==> src/rtl/core/sfc_pkg.sv <==
// Package for the sensor packet framer: record and frame byte types, frame
// constants and the CRC-8 byte update. No dependencies.
`default_nettype none

package sfc_pkg;

  localparam int unsigned SFC_FRAME_LEN = 12;
  localparam int unsigned SFC_IDX_W     = 4;
  localparam int unsigned SFC_QDEPTH    = 2;

  localparam logic [7:0] SFC_CRC_POLY = 8'h07;
  localparam logic [7:0] SFC_CRC_INIT = 8'h00;

  // Index of the trailing CRC byte.
  localparam logic [SFC_IDX_W-1:0] SFC_LAST_IDX = SFC_IDX_W'(SFC_FRAME_LEN - 1);

  typedef struct packed {
    logic [7:0]  dev_id;
    logic [31:0] temperature_bits;
    logic [15:0] humidity;
    logic [31:0] timestamp;
  } sfc_rec_t;

  typedef struct packed {
    logic [7:0]           frame_byte;
    logic [SFC_IDX_W-1:0] byte_index;
    logic                 last_byte;
  } sfc_byte_t;

  // One byte through the MSB-first CRC-8 shift register.
  function automatic logic [7:0] sfc_crc8(input logic [7:0] acc, input logic [7:0] data);
    logic [7:0] v;
    v = acc ^ data;
    for (int b = 0; b < 8; b++) begin
      if (v[7]) begin
        v = {v[6:0], 1'b0} ^ SFC_CRC_POLY;
      end else begin
        v = {v[6:0], 1'b0};
      end
    end
    return v;
  endfunction

endpackage

`default_nettype wire

==> src/rtl/core/sfc_front.sv <==
// Front end of the framer: accepts sensor records into a short queue.
// Depends on sfc_pkg.
`default_nettype none

module sfc_front import sfc_pkg::*; #(
  parameter int unsigned QUEUE_DEPTH = SFC_QDEPTH
) (
  input  wire logic     clk,
  input  wire logic     rst_n,
  input  wire logic     push,
  output logic          full,
  input  wire sfc_rec_t in_item,
  output logic          q_valid,
  input  wire logic     q_take,
  output sfc_rec_t      q_rec
);

  localparam int unsigned PTR_W = (QUEUE_DEPTH > 1) ? $clog2(QUEUE_DEPTH) : 1;
  localparam int unsigned CNT_W = $clog2(QUEUE_DEPTH + 1);
  localparam logic [PTR_W-1:0] PTR_LAST = PTR_W'(QUEUE_DEPTH - 1);
  localparam logic [CNT_W-1:0] CNT_FULL = CNT_W'(QUEUE_DEPTH);

  sfc_rec_t         slot_r [QUEUE_DEPTH];
  logic [PTR_W-1:0] wr_ptr_r, wr_ptr_nxt;
  logic [PTR_W-1:0] rd_ptr_r, rd_ptr_nxt;
  logic [CNT_W-1:0] cnt_r, cnt_nxt;
  logic             wr_en, rd_en;

  assign full    = (cnt_r == CNT_FULL);
  assign q_valid = (cnt_r != '0);
  assign q_rec   = slot_r[rd_ptr_r];
  assign wr_en   = push && !full;
  assign rd_en   = q_take && q_valid;

  always_comb begin
    wr_ptr_nxt = wr_ptr_r;
    rd_ptr_nxt = rd_ptr_r;
    cnt_nxt    = cnt_r;
    if (wr_en) begin
      wr_ptr_nxt = (wr_ptr_r == PTR_LAST) ? '0 : wr_ptr_r + 1'b1;
    end
    if (rd_en) begin
      rd_ptr_nxt = (rd_ptr_r == PTR_LAST) ? '0 : rd_ptr_r + 1'b1;
    end
    if (wr_en && !rd_en) begin
      cnt_nxt = cnt_r + 1'b1;
    end else if (rd_en && !wr_en) begin
      cnt_nxt = cnt_r - 1'b1;
    end
  end

  always_ff @(posedge clk) begin
    if (!rst_n) begin
      wr_ptr_r <= '0;
      rd_ptr_r <= '0;
      cnt_r    <= '0;
    end else begin
      wr_ptr_r <= wr_ptr_nxt;
      rd_ptr_r <= rd_ptr_nxt;
      cnt_r    <= cnt_nxt;
    end
  end

  always_ff @(posedge clk) begin
    if (wr_en) begin
      slot_r[wr_ptr_r] <= in_item;
    end
  end

endmodule

`default_nettype wire

==> src/rtl/core/sfc_back.sv <==
// Back end of the framer: serializes one record into frame bytes, folds
// each body byte into the running CRC and holds the result in an output
// register. Depends on sfc_pkg.
`default_nettype none

module sfc_back import sfc_pkg::*; (
  input  wire logic     clk,
  input  wire logic     rst_n,
  input  wire logic     q_valid,
  output logic          q_take,
  input  wire sfc_rec_t q_rec,
  output logic          empty,
  input  wire logic     pop,
  output sfc_byte_t     out_item
);

  sfc_rec_t             rec_r, rec_nxt;
  logic                 rec_valid_r, rec_valid_nxt;
  logic [SFC_IDX_W-1:0] idx_r, idx_nxt;
  logic [7:0]           crc_r, crc_nxt;
  sfc_byte_t            out_r, out_nxt;
  logic                 out_valid_r, out_valid_nxt;
  logic                 out_free, emit, at_last;
  logic [7:0]           cur_byte;

  assign out_free = !out_valid_r || pop;
  assign emit     = rec_valid_r && out_free;
  assign at_last  = (idx_r == SFC_LAST_IDX);
  assign q_take   = q_valid && (!rec_valid_r || (emit && at_last));
  assign empty    = !out_valid_r;
  assign out_item = out_r;

  always_comb begin
    case (idx_r)
      4'd0:    cur_byte = rec_r.dev_id;
      4'd1:    cur_byte = rec_r.temperature_bits[7:0];
      4'd2:    cur_byte = rec_r.temperature_bits[15:8];
      4'd3:    cur_byte = rec_r.temperature_bits[23:16];
      4'd4:    cur_byte = rec_r.temperature_bits[31:24];
      4'd5:    cur_byte = rec_r.humidity[7:0];
      4'd6:    cur_byte = rec_r.humidity[15:8];
      4'd7:    cur_byte = rec_r.timestamp[7:0];
      4'd8:    cur_byte = rec_r.timestamp[15:8];
      4'd9:    cur_byte = rec_r.timestamp[23:16];
      4'd10:   cur_byte = rec_r.timestamp[31:24];
      default: cur_byte = crc_r;
    endcase
  end

  always_comb begin
    rec_nxt       = rec_r;
    rec_valid_nxt = rec_valid_r;
    idx_nxt       = idx_r;
    crc_nxt       = crc_r;
    out_nxt       = out_r;
    out_valid_nxt = out_valid_r && !pop;
    if (emit) begin
      out_nxt.frame_byte = cur_byte;
      out_nxt.byte_index = idx_r;
      out_nxt.last_byte  = at_last;
      out_valid_nxt      = 1'b1;
      // The first byte restarts the CRC from its initial value.
      crc_nxt = sfc_crc8((idx_r == '0) ? SFC_CRC_INIT : crc_r, cur_byte);
      if (at_last) begin
        idx_nxt       = '0;
        rec_valid_nxt = 1'b0;
      end else begin
        idx_nxt = idx_r + 1'b1;
      end
    end
    if (q_take) begin
      rec_nxt       = q_rec;
      rec_valid_nxt = 1'b1;
    end
  end

  always_ff @(posedge clk) begin
    if (!rst_n) begin
      rec_valid_r <= 1'b0;
      idx_r       <= '0;
      out_valid_r <= 1'b0;
    end else begin
      rec_valid_r <= rec_valid_nxt;
      idx_r       <= idx_nxt;
      out_valid_r <= out_valid_nxt;
    end
  end

  always_ff @(posedge clk) begin
    rec_r <= rec_nxt;
    crc_r <= crc_nxt;
    out_r <= out_nxt;
  end

endmodule

`default_nettype wire

==> src/rtl/core/sensor_packet_framer_crc8_core.sv <==
// Top level of the sensor packet framer with CRC-8 trailer.
// Instantiates sfc_front and sfc_back; depends on sfc_pkg.
//
//   Channel   Handshake         Payload             Direction
//   input     push / full       in_item (record)    into the block
//   result    pop / empty       out_item (byte)     out of the block
//
// Each record becomes twelve result items, one per cycle while pop keeps up.
// On an idle block the first byte goes from the queue slot through the record
// register into the output register before it reaches the result ports. A
// new record is loaded at the same edge that moves the previous CRC byte into
// the output register, so frames follow each other with no gap while records
// are waiting. Reset (rst_n low at a clock edge) empties the record queue and
// drops any frame in progress. When pop stays low the output register holds
// its item and the back end waits, while the front queue keeps taking records
// until it is full.
`default_nettype none

module sensor_packet_framer_crc8_core import sfc_pkg::*; #(
  parameter int unsigned QUEUE_DEPTH = SFC_QDEPTH
) (
  input  wire logic     clk,
  input  wire logic     rst_n,
  input  wire logic     push,
  output logic          full,
  input  wire sfc_rec_t in_item,
  output logic          empty,
  input  wire logic     pop,
  output sfc_byte_t     out_item
);

  // Record queue between the accepting front end and the serializer.
  logic     q_valid;
  logic     q_take;
  sfc_rec_t q_rec;

  sfc_front #(
    .QUEUE_DEPTH(QUEUE_DEPTH)
  ) u_front (
    .clk     (clk),
    .rst_n   (rst_n),
    .push    (push),
    .full    (full),
    .in_item (in_item),
    .q_valid (q_valid),
    .q_take  (q_take),
    .q_rec   (q_rec)
  );

  // The back end walks the frame byte by byte, computing the CRC as the
  // body bytes go out, and emits the CRC as the twelfth byte.
  sfc_back u_back (
    .clk      (clk),
    .rst_n    (rst_n),
    .q_valid  (q_valid),
    .q_take   (q_take),
    .q_rec    (q_rec),
    .empty    (empty),
    .pop      (pop),
    .out_item (out_item)
  );

endmodule

`default_nettype wire
==> config.mk <==
export PLATFORM = sky130hd
export DESIGN_NAME = sensor_packet_framer_crc8_core
export DESIGN_NICKNAME = d
export VERILOG_FILES = /design/src/rtl/core/sfc_pkg.sv /design/src/rtl/core/sfc_front.sv /design/src/rtl/core/sfc_back.sv /design/src/rtl/core/sensor_packet_framer_crc8_core.sv
export SDC_FILE = /design/constraint.sdc
export NUM_CORES = 1
export LEC_CHECK = 0
export BUFFER_PORTS_ARGS = -buffer_cell sky130_fd_sc_hd__buf_4
export CORE_MARGIN = 4
export CORE_UTILIZATION = 52
export DETAILED_ROUTE_END_ITERATION = 16
export PLACE_DENSITY = 0.76
export RECOVER_POWER = 100
export SYNTH_ARGS = -nofsm -noshare
export SYNTH_HDL_FRONTEND = slang
export SYNTH_HIERARCHICAL = 1
export SYNTH_SLANG_ARGS = --single-unit
==> constraint.sdc <==
create_clock -name clk -period 8.06 [get_ports clk]
set_input_delay 0.806 -clock clk [delete_from_list [all_inputs] [get_ports clk]]
set_output_delay 0.806 -clock clk [all_outputs]
set_load 0.01 [all_outputs]
==> results.json <==
{
  "cellPowerDensity_mw_per_mm2": 367,
  "drt_first_pass_iters": 5,
  "fillers": 1555,
  "die_h_um": 156,
  "crit_type": "reg2reg",
  "synth_area_per_cell_sq_um": 18.6,
  "core_sq_mm": 0.0213,
  "cts_setup_buffers": 0,
  "cts.path.max_buffers": 3,
  "worst_pin_slew_ns": 5.03,
  "initial_core_util_pct": 53.6,
  "r2r_end": "u_front/slot_r[0][10]",
  "routed_wl_um": 20400,
  "synth-edff-count": 285,
  "timing.fmax_ghz": 0.197,
  "synth-main-ff-cell": "edfxtp_1",
  "synth_cell_type_count": 52,
  "reg2reg_depth": 5,
  "async_reset_ff_share_pct": 0,
  "cap_violations": 5,
  "status": "finished, violations left",
  "min_period_ns": 5.08,
  "p_int_w": 0.00345,
  "area_growth_pct": 13.6,
  "hp-start": "u_back/rec_valid_r",
  "r2r_start": "u_front/cnt_r[0]",
  "io_buffers": 106,
  "clk_pin_slew_worst_paths_ns": 0.06,
  "final_common_cell": "edfxtp_1",
  "pwr-share-comb_pct": 24.0,
  "gr-total-overflow": 0,
  "peakVddDrop_uv": 220,
  "p_sw_w": 0.00132,
  "vias_per_cell": 5.47,
  "final_cell_mix": "edfxtp_1 (285), clkbuf_1 (62), clkbuf_4 (51), mux2_2 (51), mux2_1 (38)",
  "globalplace.congestion": 0.865,
  "io_pins": 107,
  "drive_gt1_share_pct": 19.8,
  "whs_endpoint": "u_back/out_valid_r",
  "hpwlAfterDp_um": 13300,
  "root_buffer": "clkbuf_16",
  "drv_slew": 272,
  "grt_usage_pct": 16.4,
  "tritoncts": "yes",
  "wl_per_cell_um": 19.9,
  "vias": 5584,
  "switching_share_pct": 27.6,
  "synth.cell_area_sq_mm": 0.0114,
  "drc_errors": 0,
  "worstSetupStartpointType": "register",
  "die_w_um": 156,
  "min_path_type": "reg2reg",
  "finalWorstSetupSlack_ns": 2.98,
  "finalCritPeriodShare_pct": 63.1,
  "ant_nets": 0,
  "yosysWarnings": 6,
  "clkPwrFrac_pct": 25.1,
  "grt_max_degree": 89,
  "end_kind": "register",
  "ys_seq_area_share_pct": 76.9,
  "leakage_nw": 4.37,
  "h-tree-depth": 1,
  "hold_violations": 0,
  "worst-r2r-setup-slack_ns": 2.98,
  "pwr-share-seq_pct": 50.9,
  "synth_nets": 711,
  "die-area_sq_mm": 0.0244,
  "rsz0062_at_grt": "no",
  "hold_path_depth": 2,
  "insertion_delay_ns": 0.52,
  "path_max_fanout": 53,
  "cts_resized": 0,
  "fin_nets": 827,
  "antenna_found_initial": 0,
  "cts_buffers": 27,
  "cts_hold_buf": 0,
  "drt_iter0_drc": 379,
  "cts_sinks": 296,
  "final.setup.tns_ns": 0,
  "ys_seq_elements": 296,
  "rows": 53,
  "dp_worst_setup_slack_ns": 4.45,
  "slew_headroom_pct": -236,
  "cp_data_arrival_time_ns": 5.15,
  "worst_clock_skew_ns": 0.0184,
  "cp.required_ns": 8.13,
  "violations": "max-capacitance violations, max-slew violations",
  "synthCells": 614,
  "antenna_cells": 0,
  "setup_viol_count_final": 0,
  "grt_pass1_wl_um": 31100,
  "grt_pass1_vias": 5842
}
cells by family after synthesis:
group	Yosys count	synth area share (%)
multiplexers	98	10.4
buffers and inverters	35	1.72
adder cells (fa/ha/maj)	5	0.548
XOR/XNOR	21	1.73
AND/OR/NAND/NOR	80	3.44
AO/OA/AOI/OAI	79	5.32
flip-flops	296	76.9
per-stage QoR:
step                      power [W]  hold WS (ns)  cells  utilization, %  area (sq um)
after floorplan             0.00333         0.403    614               -         11400
after global placement      0.00361         0.459    976            58.5         12500
after detailed placement    0.00367         0.485    976            58.5         12500
after CTS                   0.00487         0.450   1021            62.4         13300
after global routing        0.00499         0.475   1021            60.9         13000
final                       0.00476         0.490   1021            60.9         13000
state kept, by name, summed over array words and instances (netlist names), named ones only:
| name | cells |
|---|---|
| u_back/crc_r | 8 |
| u_back/idx_r | 4 |
| u_back/out_item | 13 |
| u_back/out_valid_r | 1 |
| u_back/rec_r | 88 |
| u_back/rec_valid_r | 1 |
| u_front/cnt_r | 2 |
| u_front/rd_ptr_r | 1 |
| u_front/slot_r | 176 |
| u_front/wr_ptr_r | 1 |
critical path, cell delays in order, from the launching register on:
cell and delay [ns]:
dfxtp_1 0.42, nand2b_1 0.17, inv_1 0.09, nor3_4 0.11, clkbuf_1 1.59, clkbuf_1 2.18
metal layers:
layer  wire length, um  global-route usage (%)  vias up
met1              8180                    21.4     2765
met4               344                    4.09        0
met2             10600                    28.8      161
met5                 0                       0        -
met3              1240                    2.83       27
li1                  -                       -     2631
synthesized netlist by cell type, types with 3 or more instances:
cell / count / area share, %
mux2i_1: 6 / 0.53
nor2b_1: 4 / 0.22
a211oi_1: 4 / 0.26
and3_1: 7 / 0.38
a221oi_1: 7 / 0.54
a22oi_1: 16 / 1.1
buf_6: 5 / 0.49
mux2_4: 20 / 2.6
a21oi_1: 8 / 0.35
nand3_1: 4 / 0.18
xor2_1: 6 / 0.46
and2_1: 5 / 0.27
dfxtp_1: 11 / 1.9
nor2_1: 10 / 0.33
o21ai_0: 8 / 0.35
nand2_1: 37 / 1.2
a22o_1: 4 / 0.31
a21boi_0: 6 / 0.39
edfxtp_1: 285 / 75
ha_1: 5 / 0.55
inv_1: 9 / 0.30
mux2_2: 71 / 7.0
xnor2_1: 14 / 1.1
nand2b_1: 3 / 0.16
a31oi_1: 5 / 0.27
buf_2: 16 / 0.70
nor3_1: 3 / 0.13
a222oi_1: 5 / 0.44
worst max path at each step:
stage,startpoint,endpoint,slack (ns),cells past startpoint
4_1_cts,u_back/idx_r[0],u_back/crc_r[2],4.44,9
2_1_floorplan,push,u_front/slot_r[0][0],3.24,2
5_1_grt,u_front/cnt_r[0],u_front/slot_r[0][13],2.43,5
6_report,u_front/cnt_r[0],u_front/slot_r[0][10],2.98,5
3_5_place_dp,u_back/idx_r[0],u_back/crc_r[2],4.45,9
3_3_place_gp,u_back/idx_r[0],u_back/crc_r[2],4.68,9
power by group through the flow:
stage	Clock (W)	Combinational, W	Sequential (W)
after floorplan	0	0.000932	0.00239
after global placement	0	0.00118	0.00244
after detailed placement	0	0.00122	0.00245
after CTS	0.00122	0.00123	0.00242
after global routing	0.00129	0.00124	0.00246
final	0.00120	0.00114	0.00242
area by class of cell:
cell class | count | area, sq um | area share, %
Clock buffer | 32 | 694 | 5.35
Inverter | 10 | 37.5 | 0.289
Multi-Input combinational cell | 283 | 2360 | 18.2
Tap cell | 275 | 344 | 2.65
Clock inverter | 13 | 131 | 1.01
Sequential cell | 296 | 8780 | 67.7
Timing Repair Buffer | 112 | 627 | 4.83
Power figures use the tool's default switching activity.
